<file path="src/rtl/pfd_pkg.sv">
// Shared types, constants and helper functions for the Playfair digram decipher.
package pfd_pkg;

	localparam int unsigned SIDE    = 5;
	localparam int unsigned CELLS   = 25;
	localparam int unsigned LETTERS = 26;

	typedef logic [4:0] letter_t;
	typedef logic [4:0] pos_t;
	typedef logic [2:0] coord_t;

	localparam letter_t EMPTY_CODE = 5'd31;

	typedef enum logic {
		OP_LOAD     = 1'b0,
		OP_DECIPHER = 1'b1
	} opcode_t;

	typedef struct packed {
		opcode_t opcode;
		pos_t    key_position;
		letter_t key_letter;
		letter_t first_letter;
		letter_t second_letter;
		logic    last_pair;
	} digram_t;

	typedef struct packed {
		letter_t plain_first;
		letter_t plain_second;
		logic    letter_missing;
		logic    last_pair_out;
	} plain_t;

	function automatic pos_t cell_index(coord_t row, coord_t col);
		pos_t r;
		r = {2'b00, row};
		return (r << 2) + r + {2'b00, col};
	endfunction

	function automatic coord_t row_of(pos_t p);
		coord_t r;
		if (p >= 5'd20) begin
			r = 3'd4;
		end else if (p >= 5'd15) begin
			r = 3'd3;
		end else if (p >= 5'd10) begin
			r = 3'd2;
		end else if (p >= 5'd5) begin
			r = 3'd1;
		end else begin
			r = 3'd0;
		end
		return r;
	endfunction

	function automatic coord_t col_of(pos_t p);
		pos_t d;
		d = p - cell_index(row_of(p), 3'd0);
		return d[2:0];
	endfunction

	function automatic coord_t wrap_back(coord_t v);
		return (v == 3'd0) ? coord_t'(SIDE - 1) : v - 3'd1;
	endfunction

	// lowest set position of a match vector
	function automatic pos_t first_index(logic [CELLS-1:0] m);
		pos_t p;
		p = '0;
		for (int i = CELLS - 1; i >= 0; i--) begin
			if (m[i]) begin
				p = pos_t'(i);
			end
		end
		return p;
	endfunction

endpackage

</file>
<file path="src/rtl/pfd_stream_if.sv">
// Valid/ready stream channel carrying one item of a given payload type.
interface pfd_stream_if #(
	parameter type payload_t = logic
);
	logic     valid;
	logic     ready;
	payload_t data;

	modport source (output valid, output data, input ready);
	modport sink (input valid, input data, output ready);
endinterface

</file>
<file path="src/rtl/playfair_digram_decipher.sv">
// Playfair digram decipher: five-stage pipeline against a loadable 5x5 key square.
//
// Items on the digram channel either load one key square letter (opcode load) or decipher
// one digram (opcode decipher). The block takes one item every cycle unless the result
// channel stalls, and a decipher item's result leaves in order; load items give no result.
// Stage 1 registers the item, stage 2 holds the match vectors of both letters against the
// whole square, stage 3 the answer positions after the row, column or rectangle rule, stage
// 4 the two letters read from the square copies, stage 5 the result. A load takes effect
// for every item accepted after it. The square comes out of reset empty (every entry 31);
// a letter absent from the square gives zeros with letter_missing set. Backpressure on the
// result channel stalls the stages behind it without losing or repeating items.
module playfair_digram_decipher (
	input  logic         clk,
	input  logic         arst_n,
	pfd_stream_if.sink   digram,
	pfd_stream_if.source result
);
	localparam int unsigned CELLS = pfd_pkg::CELLS;

	logic en1, en2, en3, en4, en5;

	logic              v_s1;
	pfd_pkg::digram_t  item_s1;

	pfd_pkg::letter_t  key_q [CELLS];
	logic [CELLS-1:0]  match_a, match_b;
	logic              cam_we;

	logic              v_s2;
	pfd_pkg::opcode_t  op_s2;
	pfd_pkg::pos_t     pos_s2;
	pfd_pkg::letter_t  letter_s2;
	logic              last_s2;
	logic [CELLS-1:0]  match_a_s2, match_b_s2;

	pfd_pkg::pos_t     pa, pb, idx_f, idx_s;
	pfd_pkg::coord_t   ar, ac, br, bc;
	logic              miss;

	logic              v_s3;
	pfd_pkg::opcode_t  op_s3;
	pfd_pkg::pos_t     pos_s3;
	pfd_pkg::letter_t  letter_s3;
	logic              last_s3;
	logic              miss_s3;
	pfd_pkg::pos_t     idx_f_s3, idx_s_s3;

	logic              ram_we, ram_re;
	logic [CELLS-1:0]  vld_q;

	logic              v_s4;
	logic              miss_s4;
	logic              last_s4;
	logic              vld_f_s4, vld_s_s4;
	pfd_pkg::letter_t  rdata_f_s4, rdata_s_s4;

	logic              v_s5;
	pfd_pkg::plain_t   out_s5;

	assign en5 = !v_s5 || result.ready;
	assign en4 = !v_s4 || en5;
	assign en3 = !v_s3 || en4;
	assign en2 = !v_s2 || en3;
	assign en1 = !v_s1 || en2;

	assign digram.ready = en1;
	assign result.valid = v_s5;
	assign result.data  = out_s5;

	// stage 1: input register
	always_ff @(posedge clk or negedge arst_n) begin
		if (!arst_n) begin
			v_s1 <= 1'b0;
		end else if (en1) begin
			v_s1 <= digram.valid;
		end
	end

	always_ff @(posedge clk) begin
		if (en1) begin
			item_s1 <= digram.data;
		end
	end

	// search the square; write loads in item order
	assign cam_we = v_s1 && en2 && (item_s1.opcode == pfd_pkg::OP_LOAD)
		&& (item_s1.key_position < pfd_pkg::pos_t'(CELLS));

	always_comb begin
		for (int i = 0; i < CELLS; i++) begin
			match_a[i] = (key_q[i] == item_s1.first_letter)
				&& (item_s1.first_letter < pfd_pkg::letter_t'(pfd_pkg::LETTERS));
			match_b[i] = (key_q[i] == item_s1.second_letter)
				&& (item_s1.second_letter < pfd_pkg::letter_t'(pfd_pkg::LETTERS));
		end
	end

	always_ff @(posedge clk or negedge arst_n) begin
		if (!arst_n) begin
			for (int i = 0; i < CELLS; i++) begin
				key_q[i] <= pfd_pkg::EMPTY_CODE;
			end
		end else if (cam_we) begin
			key_q[item_s1.key_position] <= item_s1.key_letter;
		end
	end

	// stage 2: match vectors
	always_ff @(posedge clk or negedge arst_n) begin
		if (!arst_n) begin
			v_s2 <= 1'b0;
		end else if (en2) begin
			v_s2 <= v_s1;
		end
	end

	always_ff @(posedge clk) begin
		if (en2) begin
			op_s2      <= item_s1.opcode;
			pos_s2     <= item_s1.key_position;
			letter_s2  <= item_s1.key_letter;
			last_s2    <= item_s1.last_pair;
			match_a_s2 <= match_a;
			match_b_s2 <= match_b;
		end
	end

	always_comb begin
		pa   = pfd_pkg::first_index(match_a_s2);
		pb   = pfd_pkg::first_index(match_b_s2);
		miss = !(|match_a_s2) || !(|match_b_s2);
		ar   = pfd_pkg::row_of(pa);
		ac   = pfd_pkg::col_of(pa);
		br   = pfd_pkg::row_of(pb);
		bc   = pfd_pkg::col_of(pb);
		if (ar == br) begin
			idx_f = pfd_pkg::cell_index(ar, pfd_pkg::wrap_back(ac));
			idx_s = pfd_pkg::cell_index(br, pfd_pkg::wrap_back(bc));
		end else if (ac == bc) begin
			idx_f = pfd_pkg::cell_index(pfd_pkg::wrap_back(ar), ac);
			idx_s = pfd_pkg::cell_index(pfd_pkg::wrap_back(br), bc);
		end else begin
			idx_f = pfd_pkg::cell_index(ar, bc);
			idx_s = pfd_pkg::cell_index(br, ac);
		end
	end

	// stage 3: answer positions
	always_ff @(posedge clk or negedge arst_n) begin
		if (!arst_n) begin
			v_s3 <= 1'b0;
		end else if (en3) begin
			v_s3 <= v_s2;
		end
	end

	always_ff @(posedge clk) begin
		if (en3) begin
			op_s3     <= op_s2;
			pos_s3    <= pos_s2;
			letter_s3 <= letter_s2;
			last_s3   <= last_s2;
			miss_s3   <= miss;
			idx_f_s3  <= idx_f;
			idx_s_s3  <= idx_s;
		end
	end

	assign ram_we = v_s3 && en4 && (op_s3 == pfd_pkg::OP_LOAD)
		&& (pos_s3 < pfd_pkg::pos_t'(CELLS));
	assign ram_re = v_s3 && en4 && (op_s3 == pfd_pkg::OP_DECIPHER);

	pfd_ram #(
		.WIDTH ($bits(pfd_pkg::letter_t)),
		.DEPTH (CELLS)
	) u_ram_f (
		.clk   (clk),
		.we    (ram_we),
		.waddr (pos_s3),
		.wdata (letter_s3),
		.re    (ram_re),
		.raddr (idx_f_s3),
		.rdata (rdata_f_s4)
	);

	pfd_ram #(
		.WIDTH ($bits(pfd_pkg::letter_t)),
		.DEPTH (CELLS)
	) u_ram_s (
		.clk   (clk),
		.we    (ram_we),
		.waddr (pos_s3),
		.wdata (letter_s3),
		.re    (ram_re),
		.raddr (idx_s_s3),
		.rdata (rdata_s_s4)
	);

	always_ff @(posedge clk or negedge arst_n) begin
		if (!arst_n) begin
			vld_q <= '0;
		end else if (ram_we) begin
			vld_q[pos_s3] <= 1'b1;
		end
	end

	// stage 4: square letters; drop load items here
	always_ff @(posedge clk or negedge arst_n) begin
		if (!arst_n) begin
			v_s4 <= 1'b0;
		end else if (en4) begin
			v_s4 <= v_s3 && (op_s3 == pfd_pkg::OP_DECIPHER);
		end
	end

	always_ff @(posedge clk) begin
		if (ram_re) begin
			miss_s4  <= miss_s3;
			last_s4  <= last_s3;
			vld_f_s4 <= vld_q[idx_f_s3];
			vld_s_s4 <= vld_q[idx_s_s3];
		end
	end

	// stage 5: result register
	always_ff @(posedge clk or negedge arst_n) begin
		if (!arst_n) begin
			v_s5 <= 1'b0;
		end else if (en5) begin
			v_s5 <= v_s4;
		end
	end

	always_ff @(posedge clk) begin
		if (en5 && v_s4) begin
			out_s5.plain_first    <= miss_s4 ? '0
				: (vld_f_s4 ? rdata_f_s4 : pfd_pkg::EMPTY_CODE);
			out_s5.plain_second   <= miss_s4 ? '0
				: (vld_s_s4 ? rdata_s_s4 : pfd_pkg::EMPTY_CODE);
			out_s5.letter_missing <= miss_s4;
			out_s5.last_pair_out  <= last_s4;
		end
	end
endmodule

</file>
<file path="src/rtl/pfd_ram.sv">
// Generic single-write, single-read RAM with registered read data.
module pfd_ram #(
	parameter int unsigned WIDTH = 5,
	parameter int unsigned DEPTH = 25
) (
	input  logic                     clk,
	input  logic                     we,
	input  logic [$clog2(DEPTH)-1:0] waddr,
	input  logic [WIDTH-1:0]         wdata,
	input  logic                     re,
	input  logic [$clog2(DEPTH)-1:0] raddr,
	output logic [WIDTH-1:0]         rdata
);
	logic [WIDTH-1:0] mem [DEPTH];

	always_ff @(posedge clk) begin
		if (we) begin
			mem[waddr] <= wdata;
		end
		if (re) begin
			rdata <= mem[raddr];
		end
	end
endmodule

</file>
<file path="src/flat_wrapper.sv">
// flat-port wrapper written by rule: the top's interface ports become plain ports
module playfair_digram_decipher_flat 
  (clk, arst_n, digram_valid, digram_data, digram_ready, result_valid, result_data, result_ready);
  pfd_stream_if #(.payload_t(pfd_pkg::digram_t)) digram_i ();
  pfd_stream_if #(.payload_t(pfd_pkg::plain_t)) result_i ();
  input  logic clk;
  input  logic arst_n;
  input wire logic [$bits(digram_i.valid)-1:0] digram_valid;
  input wire logic [$bits(digram_i.data)-1:0] digram_data;
  output wire logic [$bits(digram_i.ready)-1:0] digram_ready;
  output wire logic [$bits(result_i.valid)-1:0] result_valid;
  output wire logic [$bits(result_i.data)-1:0] result_data;
  input wire logic [$bits(result_i.ready)-1:0] result_ready;
  assign digram_i.valid = digram_valid;
  assign digram_i.data = digram_data;
  assign digram_ready = digram_i.ready;
  assign result_valid = result_i.valid;
  assign result_data = result_i.data;
  assign result_i.ready = result_ready;
  playfair_digram_decipher u_core (.clk(clk), .arst_n(arst_n), .digram(digram_i), .result(result_i));
endmodule
</file>
<file path="config.mk">
export PLATFORM = sky130hd
export DESIGN_NAME = playfair_digram_decipher_flat
export DESIGN_NICKNAME = d
export VERILOG_FILES = /design/src/rtl/pfd_pkg.sv /design/src/rtl/pfd_stream_if.sv /design/src/rtl/playfair_digram_decipher.sv /design/src/rtl/pfd_ram.sv /design/src/flat_wrapper.sv
export SDC_FILE = /design/constraint.sdc
export NUM_CORES = 1
export LEC_CHECK = 0
export BUFFER_PORTS_ARGS = -buffer_cell sky130_fd_sc_hd__buf_2
export CAP_MARGIN = 40
export CORE_MARGIN = 10
export CORE_UTILIZATION = 25
export CTS_CLUSTER_DIAMETER = 80
export CTS_CLUSTER_SIZE = 8
export DETAILED_ROUTE_END_ITERATION = 16
export GPL_ROUTABILITY_DRIVEN = 0
export PLACE_DENSITY = 0.47
export SLEW_MARGIN = 20
export SYNTH_ARGS = -nofsm -noshare
export SYNTH_HDL_FRONTEND = slang
export SYNTH_SLANG_ARGS = --single-unit
</file>
<file path="constraint.sdc">
create_clock -name clk -period 9.63 [get_ports clk]
set_input_delay 0.963 -clock clk [delete_from_list [all_inputs] [get_ports clk]]
set_output_delay 0.963 -clock clk [all_outputs]
set_load 0.005 [all_outputs]
</file>
== After elaboration in Yosys (flattened, before gate mapping) ==
Memories as Yosys holds them, arrays and structs flattened. A register that Yosys moved wholly into a read port is not among the register bits.
Cells that the tools add are included.

* Equality and inequality tests: 52
* Magnitude comparators: 18
* Muxes and demuxes: 79
* Reduce and logical (&&, ||, !) cells: 80
* Add/sub/neg operators: 16
* Bitwise gates (word level): 4

{| class="wikitable"
|+ Operator list
! kind !! number
|-
| 2-to-1 mux 5 bit || 57
|-
| == test 5 bit || 50
|-
| bitwise mux 125 bit || 1
|-
| logical AND 1 bit || 61
|-
| adder 5 x 3 -> 5 bit || 10
|-
| OR reduction 25 bit || 2
|-
| 2-to-1 mux 3 bit || 10
|-
| demux 5 bit (select 5 bit) || 1
|-
| bitwise OR 25 bit || 1
|-
| >= comparator 5 x 4 -> 1 bit, second input constant || 4
|-
| < comparator 5 bit, second input constant || 4
|-
| < comparator 5 x 6 -> 1 bit, second input constant || 3
|-
| logical NOT 3 bit || 4
|-
| subtractor 3 x 1 -> 3 bit, second input constant || 4
|-
| binary-select mux 1 bit (select 5 bit) || 2
|-
| >= comparator 5 x 3 -> 1 bit, second input constant || 2
|-
| >= comparator 5 bit, second input constant || 2
|-
| logical NOT 1 bit || 7
|-
| 2-to-1 mux 1 bit || 7
|-
| == test 3 bit || 2
|-
| >= comparator 6 bit, second input constant || 1
|-
| logical OR 1 bit || 6
|-
| < comparator 6 x 1 -> 1 bit, second input constant || 1
|-
| NOT 5 -> 6 bit || 1
|-
| other kinds (4) || 6
|}

* Memories kept: 2
* Logic and storage cells: 309
* RAM bits: 250
* Register bits: 278
* Output and inout port bits: 14

{| class="wikitable"
|+ Memories
! memory !! depth !! bits a word !! read ports !! clocked after memory_dff !! wr ports !! RTL line !! RTL
|-
| u_core.u_ram_f.mem || 25 || 5 || 1 || 1 || 1 || pfd_ram.sv:14 || <nowiki>logic [WIDTH-1:0] mem [DEPTH];</nowiki>
|-
| u_core.u_ram_s.mem || 25 || 5 || 1 || 1 || 1 || pfd_ram.sv:14 ||
|}

== Longest topological paths before layout ==
Gate-level depths: netlist of run 1.

* Depth in word-level cells: 36
* Depth in mapped cells: 22
* Mapped depth without buffers: 22

== Hierarchy ==
From an unflattened synthesis of run 1, not the netlist that was laid out.

* Cell total of the unflattened synthesis: 1813
* Area, all modules: 25750.9 um^2

{| class="wikitable"
|+ By module, submodules not included
! module !! seq. area each (um^2) !! area an instance (um^2) !! times used !! cells an instance
|-
| playfair_digram_decipher || 7728.7 || 15493.6 || 1 || 1269
|-
| pfd_ram || 3903.7 || 5128.7 || 2 || 272
|}

== Worst setup path before layout of run 1 ==
OpenSTA, ideal clock, no wires.

* Path type: register to register
* Start point: reg u_core.match_a_s2[19]
* End point: reg u_core.idx_f_s3[4] (data pin)
* Data required time: 9368 ps
* Stages on the path, launching flop included: 20
* Arrival: 4746 ps
* Slack: 4622 ps
* Path buffers: 0
* Clock period less this slack: 5008 ps
* Cell sequence: edfxtp_1 > nor4_1 > nand3b_1 > nor2b_1 > nor3_1 > o21ai_0 > o2bb2ai_2 > and2_1 > ha_1 > fa_1 > or4_1 > nand3_1 > or2_2 > inv_1 > fa_1 > ha_1 > a21o_1 > a21oi_1 > xor2_1 > mux2i_1

* Word-level cells in the longest chain between the ends: 31
* Elaborated cells on any way between the ends: 44
* Those cells by class: add/sub: 8; order compare: 4; eq/ne: 2; mux: 28; reduce/logical: 2

{| class="wikitable"
|+ Ends and longest elaborated chain
! what !! RTL line !! RTL
|-
| from (decl) || playfair_digram_decipher.sv:34 || <nowiki>logic [CELLS-1:0] match_a_s2, match_b_s2;</nowiki>
|-
| from (signal assigned) || playfair_digram_decipher.sv:123 || <nowiki>match_a_s2 <= match_a;</nowiki>
|-
| 2-to-1 mux 5 bit (*) (20 in a row) || pfd_pkg.sv:72 || <nowiki>if (m[i]) begin</nowiki>
|-
| >= comparator 5 x 3 -> 1 bit || pfd_pkg.sv:49 || <nowiki>end else if (p >= 5'd5) begin</nowiki>
|-
| 2-to-1 mux 1 bit || pfd_pkg.sv:49 ||
|-
| 2-to-1 mux 3 bit || pfd_pkg.sv:47 || <nowiki>end else if (p >= 5'd10) begin</nowiki>
|-
| 2-to-1 mux 3 bit || pfd_pkg.sv:45 || <nowiki>end else if (p >= 5'd15) begin</nowiki>
|-
| 2-to-1 mux 3 bit || pfd_pkg.sv:43 || <nowiki>if (p >= 5'd20) begin</nowiki>
|-
| adder 5 x 3 -> 5 bit, or another cell as far along || pfd_pkg.sv:38 || <nowiki>return (r << 2) + r + {2'b00, col};</nowiki>
|-
| subtractor 3 bit / 2-to-1 mux 3 bit (equally long branches) || pfd_pkg.sv:59, pfd_pkg.sv:64 ||
|-
| subtractor 3 x 1 -> 3 bit, or another cell as far along || pfd_pkg.sv:64 || <nowiki>return (v == 3'd0) ? coord_t'(SIDE - 1) : v - 3'd1;</nowiki>
|-
| 2-to-1 mux 3 bit / adder 5 x 3 -> 5 bit (equally long branches) || pfd_pkg.sv:64, pfd_pkg.sv:38 ||
|-
| adder 5 x 3 -> 5 bit / 2-to-1 mux 5 bit (equally long branches) || pfd_pkg.sv:38, playfair_digram_decipher.sv:139 ||
|-
| 2-to-1 mux 5 bit (*) || playfair_digram_decipher.sv:136 || <nowiki>if (ar == br) begin</nowiki>
|-
| via u_core.idx_f[4] || playfair_digram_decipher.sv:36 || <nowiki>pfd_pkg::pos_t pa, pb, idx_f, idx_s;</nowiki>
|-
| to (signal assigned) || playfair_digram_decipher.sv:164 || <nowiki>idx_f_s3 <= idx_f;</nowiki>
|-
| to (decl) || playfair_digram_decipher.sv:46 || <nowiki>pfd_pkg::pos_t idx_f_s3, idx_s_s3;</nowiki>
|}

The timed path passes the listed nets; every way through them passes the cells marked *.
A chain may end at the register's enable or synchronous reset.

== Worst setup path after layout of run 1 ==
Same ends and word-level chain as after synthesis.

==> impl_metrics.ini, run 1 <==
[setup_path]
ff2ff_setup_slack_ps = 3790
cp_slowest_cell = nor4_1
startpoint_type = flop
slowest_delay_ps = 630
critical-path-top-delay-family = simple AND/OR/NAND/NOR gates
worstPathRequired_ps = 9980
arr_time_crit_path_ps = 6190
critPathBufInv = 0
cp_max_fo = 5
worstPathCellList = nor4_1 -> nand3b_1 -> nor2b_1 -> nor3_1 -> o21ai_0 -> o2bb2ai_2 -> and2_1 -> ha_1 -> fa_1 -> or4_1 -> nand3_1 -> or2_2 -> ha_1 -> nor2_1 -> ha_1 -> fa_1 -> a2111o_1 -> a31oi_1 -> mux2i_1
critPathCaptureType = flop
cp_common_cell = ha_1
crit_type = flop to flop

[clocking]
clk_path_buf_depth = 3
cts_tree = yes
maximum_level_of_the_cts_h_tree = 2
cts_resized = 0
clock_tree_root = clkbuf_16
cts-hold-fix-buffers = 0
postCtsSetupBuffers = 0
cts.clk_slew.worst_paths_ps = 60
clock_insertion_delay_worst_skew_ps = 620
cts_sinks = 413
total_clock_buffers_created_by_cts = 57

[global_route]
busiest_layer = met2
maximum_number_of_pins_on_one_net_before_global_route_repair = 59
track_usage_pct = 12.0
grt-ovfl-total = 0
grt_antenna_before_repair = 5
globalRouteMet1Util_pct = 15.9
grt_first_pass_wirelength_mm = 89.5
use_met2_pct = 19.1
number_of_global_route_vias_before_repair = 13500
groute.layer.met3.usage_pct = 2.34

[sta]
post-route-period-util_pct = 60.7
grt_setup_unrepaired = false
worst_slew_pin_slew_ps = 813
finalSetupViolCount = 0
final_hold_viol_count = 0
totalNegativeSetupSlack_ps = 0
maximum_clock_frequency_ghz = 0.171
post-route-min-period_ps = 5840
timing_max_transition_violations_final = 0
max_slew_margin_pct = 45.1
finClkSkew_ps = 37.1

[yosys]
synth-edff-count = 258
register_bit_count_reported_by_yosys = 413
area_fraction_in_compound_gates_after_synthesis_pct = 3.85
avgSynthCellArea_um2 = 14.0
synth_xor_xnor_area_share_pct = 10.7
synth.yosys.seq_area_share_pct = 54.9
synth_flop_cell = edfxtp_1
synth_top_family_by_area = multiplexers
mappedNetlistNets = 1593
multiplexer_share_of_the_synthesized_area_pct = 17.5
post_synth_num_cell_types = 78
synth_cells = 1532
synth.yosys.warnings = 0
syn_area_um2 = 21500
synth-adder-area-share_pct = 2.45
synth_async_sr_flop_share_pct = 37.5
simple_gate_portion_of_the_synthesized_area_pct = 8.66

[drt]
via_count = 12900
drtAntennaViolNets = 0
totalWireLength_mm = 59.3
vias_per_cell = 4.62
first_pass_iters = 7
drc = 0
drt_iter0_markers = 906
routedWlPerCell_um = 21.3

[floorplanning]
chipHeight_um = 313
initial_utilization_pct = 25.2
floorplan.core_area_um2 = 85100
design.die.area_um2 = 97900
die_width_um = 313
pin_count = 40
core.rowCount = 107

[finish]
flow.area_growth_from_synthesis_pct = 15.7
final_core_utilization_pct = 29.2
design.final.nets = 1656
fin_area_um2 = 24800
layout-drive-gt1-share_pct = 33.7
final-instance-count-excl-fill = 2784

[placement]
port-buffer-count = 39
dp_cells = 2676
dpl_cell_area_um2 = 23100
hpwl_after_dpl_mm = 38.3

[pwr]
total_chip_power_w = 0.00731
peakVddDrop_mv = 0.171
cellLeakagePower_nw = 8.92
powerDensity_nw_per_um2 = 294

[job]
maxCapViolations = 0

[status]
run_status = completed

[worst_hold_path]
timing.hold.worst.class = flop to flop
-- worst reg2reg max path: stages (launching register included) --
cell	delay, ps
edfxtp_1	430
nor4_1	630
nand3b_1	250
nor2b_1	210
nor3_1	380
o21ai_0	200
o2bb2ai_2	200
and2_1	230
ha_1	220
fa_1	430
or4_1	530
nand3_1	140
or2_2	140
ha_1	140
nor2_1	50
ha_1	210
fa_1	410
a2111o_1	420
a31oi_1	230
mux2i_1	120
-- cell type report --
class / count / area, um2
clock buffers: 97 / 1580
diodes: 3 / 7.51
well taps: 1144 / 1430
repair buffers: 80 / 578
inverters: 34 / 128
clock inverters: 4 / 67.6
flip-flops and latches: 413 / 11800
multi-input cells: 1009 / 9260
fillers: 8623 / 60300
-- Yosys cell counts, types with 32 or more instances --
library cell / instances / area (um2)
or2_2: 32 / 200
dfstp_2: 125 / 3280
nor2_1: 59 / 221
inv_1: 32 / 120
xnor2_1: 156 / 1370
nand4_1: 54 / 338
a21oi_1: 38 / 190
nand2_1: 46 / 173
clkbuf_1: 53 / 199
mux2_2: 155 / 1750
edfxtp_1: 258 / 7750
mux4_2: 84 / 1890
xor2_1: 106 / 928
nor3_1: 58 / 290
-- power breakdown --
part | internal (W) | switching, W
Combinational | 0.00143 | 0.00166
Clock | 0.00110 | 0.000770
Sequential | 0.00220 | 0.000152
Total | 0.00473 | 0.00258
-- registers in the layout, summed over array words and instances, names as in the netlist, 5 cells and up --
| register | count |
|---|---|
| u_core.u_ram_f.mem | 5 |
| u_core.vld_q | 25 |
| u_core.letter_s3 | 5 |
| u_core.u_ram_s.mem | 120 |
| u_core.match_a_s2 | 25 |
| u_core.idx_s_s3 | 5 |
| u_core.pos_s2 | 5 |
| u_core.key_q | 125 |
| u_core.item_s1 | 22 |
| u_core.letter_s2 | 5 |
| u_core.idx_f_s3 | 5 |
| u_core.pos_s3 | 5 |
| u_core.result.data | 12 |
| u_core.u_ram_s.rdata | 5 |
| u_core.match_b_s2 | 25 |
| u_core.u_ram_f.rdata | 5 |
-- path summary, 6_finish.rpt --
check,start,end,cells after the start
setup / recovery,u_core.match_a_s2[19],u_core.idx_f_s3[4],19
hold / removal,u_core.last_s2,u_core.last_s3,0
setup reg to reg,u_core.match_a_s2[19],u_core.idx_f_s3[4],19
hold reg to reg,u_core.last_s2,u_core.last_s3,0
max in group asynchronous,arst_n,u_core.v_s1,2
min in group asynchronous,arst_n,u_core.key_q[94],1
-- placed cells by master (no fill, tap or decap), types with 4 or more instances in the layout --
master / n
inv_1: 31
nor3_1: 58
mux2i_1: 11
nor4_1: 13
nor2_1: 59
o211ai_1: 5
nand3_1: 9
ha_1: 26
a211oi_1: 4
o21ai_1: 6
fa_1: 9
o21ai_0: 13
buf_4: 30
and2_1: 7
edfxtp_1: 258
nand2_1: 46
nand3b_1: 5
buf_8: 5
or2_2: 32
xor2_1: 106
a31oi_1: 6
dfstp_2: 125
a21o_1: 9
xnor2_1: 156
nand4_1: 54
nand2b_1: 15
mux2_2: 155
clkbuf_1: 40
a21oi_1: 38
clkbuf_16: 57
dfrtp_1: 30
mux4_2: 84
and3_1: 5
nor2b_1: 10
buf_2: 39
-- per-stage QoR --
stage	hold slack (ps)	worst slack (ps)
6_report	415	3790
5_1_grt	420	3370
4_1_cts	419	3850
3_5_place_dp	406	3850
3_3_place_gp	404	3990
2_1_floorplan	400	4620
-- logic make-up (layout without fill, tap and decap cells) --
kind of cell | count (synthesis) | count (layout)
other cells | 0 | 3
flops | 413 | 413
simple gates | 340 | 340
compound gates | 120 | 120
buf+inv | 110 | 215
xor+xnor | 262 | 262
fa+ha+maj | 37 | 37
mux | 250 | 250
-- routing by layer --
layer  share of wire (%)  wire length (um)
met1                  46             27100
met2                  46             27500
met3                 4.5              2640
met4                 3.5              2090
met5               0.052                31
No activity file was read; power rests on OpenSTA's default activity.
==> run 2, diff against run 1 <==
--- a/config.mk
+++ b/config.mk
@@ -13,7 +13,7 @@
 export CTS_CLUSTER_SIZE = 8
 export DETAILED_ROUTE_END_ITERATION = 16
 export GPL_ROUTABILITY_DRIVEN = 0
-export PLACE_DENSITY = 0.47
+export PLACE_DENSITY = 0.48
 export SLEW_MARGIN = 20
 export SYNTH_ARGS = -nofsm -noshare
 export SYNTH_HDL_FRONTEND = slang
==> constraint.sdc (replaced) <==
create_clock -name clk -period 5.2 [get_ports clk]
set_input_delay 0.52 -clock clk [delete_from_list [all_inputs] [get_ports clk]]
set_output_delay 0.52 -clock clk [all_outputs]
set_load 0.005 [all_outputs]
==> run 2 against run 1 <==
Net effect:
- critical path depth increased by 1
- die area unchanged
- clock power is 92% higher
- cell area is 2.1% higher
- utilization increased by 0.62 points
- first-iteration DRC count rose by 12%
- combinational power increased by 92%
- worst setup slack got worse by 3600 ps
- global-route usage barely moved
- clock skew shrank 17 ps
- non-clock buffer count rose by 35
- worst hold slack worse by 340 ps
==> impl_metrics.ini, run 2 (same netlist as run 1, synthesis figures left out) <==
[job]
maxCapViolations = 0

[clocking]
cts.clk_slew.worst_paths_ps = 50
cts_tree = yes
maximum_level_of_the_cts_h_tree = 2
cts_sinks = 413
clock_tree_root = clkbuf_16
clk_path_buf_depth = 3
total_clock_buffers_created_by_cts = 58
clock_insertion_delay_worst_skew_ps = 620

[sta]
maximum_clock_frequency_ghz = 0.201
hold_ws_ps = 72.2
timing_max_transition_violations_final = 0
finClkSkew_ps = 20.0
finalSetupViolCount = 0
post-route-period-util_pct = 95.9
totalNegativeSetupSlack_ps = 0
grt_setup_unrepaired = false
final_hold_viol_count = 0
worst_slew_pin_slew_ps = 811
post-route-min-period_ps = 4990
max_slew_margin_pct = 45.7

[finish]
flow.area_growth_from_synthesis_pct = 18.2
final-instance-count-excl-fill = 2820
layout.cells.most_common_list = edfxtp_1, xnor2_1, mux2_2
reg_top3 = u_core.key_q: 125 flops, u_core.u_ram_s.mem: 120 flops
fill_cells = 8667
layout-drive-gt1-share_pct = 36.5
design.final.nets = 1692
commonest_non_fill_non_tap_cell_in_the_layout = edfxtp_1
final-seq-area_um2 = 11800
largest_register_ffs = 125
largest_register_by_flop_count = u_core.key_q
multi_input_comb_area_um2 = 9370

[global_route]
number_of_global_route_vias_before_repair = 13700
grt_first_pass_wirelength_mm = 89.3
maximum_number_of_pins_on_one_net_before_global_route_repair = 81
track_usage_pct = 12.0
grt-ovfl-total = 0
grt_antenna_before_repair = 3

[setup_path]
critPathBufInv = 2
reg2reg_depth = 20
cp_slowest_cell = or4_4
worst_r2r_startpoint = u_core.match_a_s2[15]
critical-path-top-delay-family = adder cells
startpoint_type = flop
rr_endpoint = u_core.idx_f_s3[4]
cp_max_fo = 4
worstPathRequired_ps = 5540
critPathCaptureType = flop
ff2ff_setup_slack_ps = 210
worstPathCellList = or4_4 -> a311oi_2 -> nor2b_2 -> maj3_1 -> o2bb2ai_2 -> and2_4 -> ha_1 -> fa_1 -> buf_4 -> nor3_1 -> a41oi_1 -> nand3_1 -> or2_2 -> inv_2 -> fa_1 -> ha_1 -> a21o_1 -> a21oi_2 -> xor2_1 -> mux2i_1
crit_type = flop to flop
arr_time_crit_path_ps = 5330
slowest_delay_ps = 560

[drt]
vias_per_cell = 4.67
drt_iter0_markers = 1016
via_count = 13200
drtAntennaViolNets = 0
first_pass_iters = 5
totalWireLength_mm = 59.6
routedWlPerCell_um = 21.1
drc = 0

[placement]
hpwl_after_dpl_mm = 38.8
port-buffer-count = 39
dp_cells = 2701

[pwr]
powerDensity_nw_per_um2 = 549
comb_power_share_pct = 42.4
peakVddDrop_mv = 0.340
netSwitchingFraction_pct = 34.9
intPower_w = 0.00906
clock_power_share_pct = 25.8
seq_power_share_pct = 31.8
cellLeakagePower_nw = 9.18
total_chip_power_w = 0.0139
power_switching_w = 0.00487

[floorplanning]
pin_count = 40
floorplan.core_area_um2 = 85100
initial_utilization_pct = 25.2
design.die.area_um2 = 97900
chipHeight_um = 313
core.rowCount = 107
die_width_um = 313

[status]
run_status = completed

[worst_hold_path]
worst_hold_startpoint = digram_data[1]
min_delay_worst_endpoint = u_core.item_s1[1]
cell_depth_of_the_worst_min_delay_path = 1
timing.hold.worst.class = primary input to flop
-- run 2: cell types whose count changed in the layout (fill, tap and decap cells not counted), sizes merged --
cell / before / now
buf: 78 / 114
bufinv: 0 / 1
clkbuf: 99 / 98
clkinv: 4 / 5
diode: 3 / 1
dlygate4sd3: 0 / 1
-- run 2: cell type report --
class | instances | area share [%]
clock buffer | 98 | 6.32
multi-input combinational | 1009 | 37.0
timing repair buffer | 115 | 3.57
tap | 1144 | 5.65
sequential | 413 | 46.5
inverter | 34 | 0.503
clock inverter | 6 | 0.513
antenna | 1 | 0.00987
-- run 2: how the worst max path moves through the flow --
stage / start / to / cells after the start
after detailed placement: u_core.match_a_s2[19] / u_core.idx_f_s3[4] / 19
after global routing: u_core.match_b_s2[13] / u_core.idx_s_s3[3] / 20
final: u_core.match_a_s2[15] / u_core.idx_f_s3[4] / 20
after floorplan: u_core.match_a_s2[19] / u_core.idx_f_s3[4] / 19
after CTS: u_core.match_a_s2[19] / u_core.idx_f_s3[4] / 19
after global placement: u_core.match_a_s2[19] / u_core.idx_f_s3[4] / 19
-- run 2: metrics by stage --
| step | cell area (um2) | worst slack [ps] | utilization, % |
|---|---|---|---|
| after floorplan | 21500 | 192 | - |
| after global placement | 23200 | 173 | 27.3 |
| after detailed placement | 23300 | 45.6 | 27.4 |
| after CTS | 25100 | 21.7 | 29.4 |
| after global routing | 25400 | 1.31 | 29.8 |
| final | 25400 | 213 | 29.8 |
-- run 2: power groups by stage --
stage	clock, W	combinational, W	sequential, W
final	0.00359	0.00590	0.00443
after global routing	0.00387	0.00656	0.00447
after CTS	0.00371	0.00580	0.00444
after detailed placement	0	0.00577	0.00449
after global placement	0	0.00573	0.00448
after floorplan	0	0.00427	0.00434
-- run 2: repair_timing --
item	4_1_cts	5_1_grt
resized for setup	0	30
setup endpoints to repair	0	5
hold endpoints to repair	2	0
setup buffers	0	7
hold buffers	1	0
-- run 2: routing by layer --
layer | track usage [%] | part of all wire [%]
met5 | 0 | 0
met4 | 4.07 | 2.9
met3 | 2.13 | 3.9
met2 | 20.1 | 49
met1 | 15.5 | 44
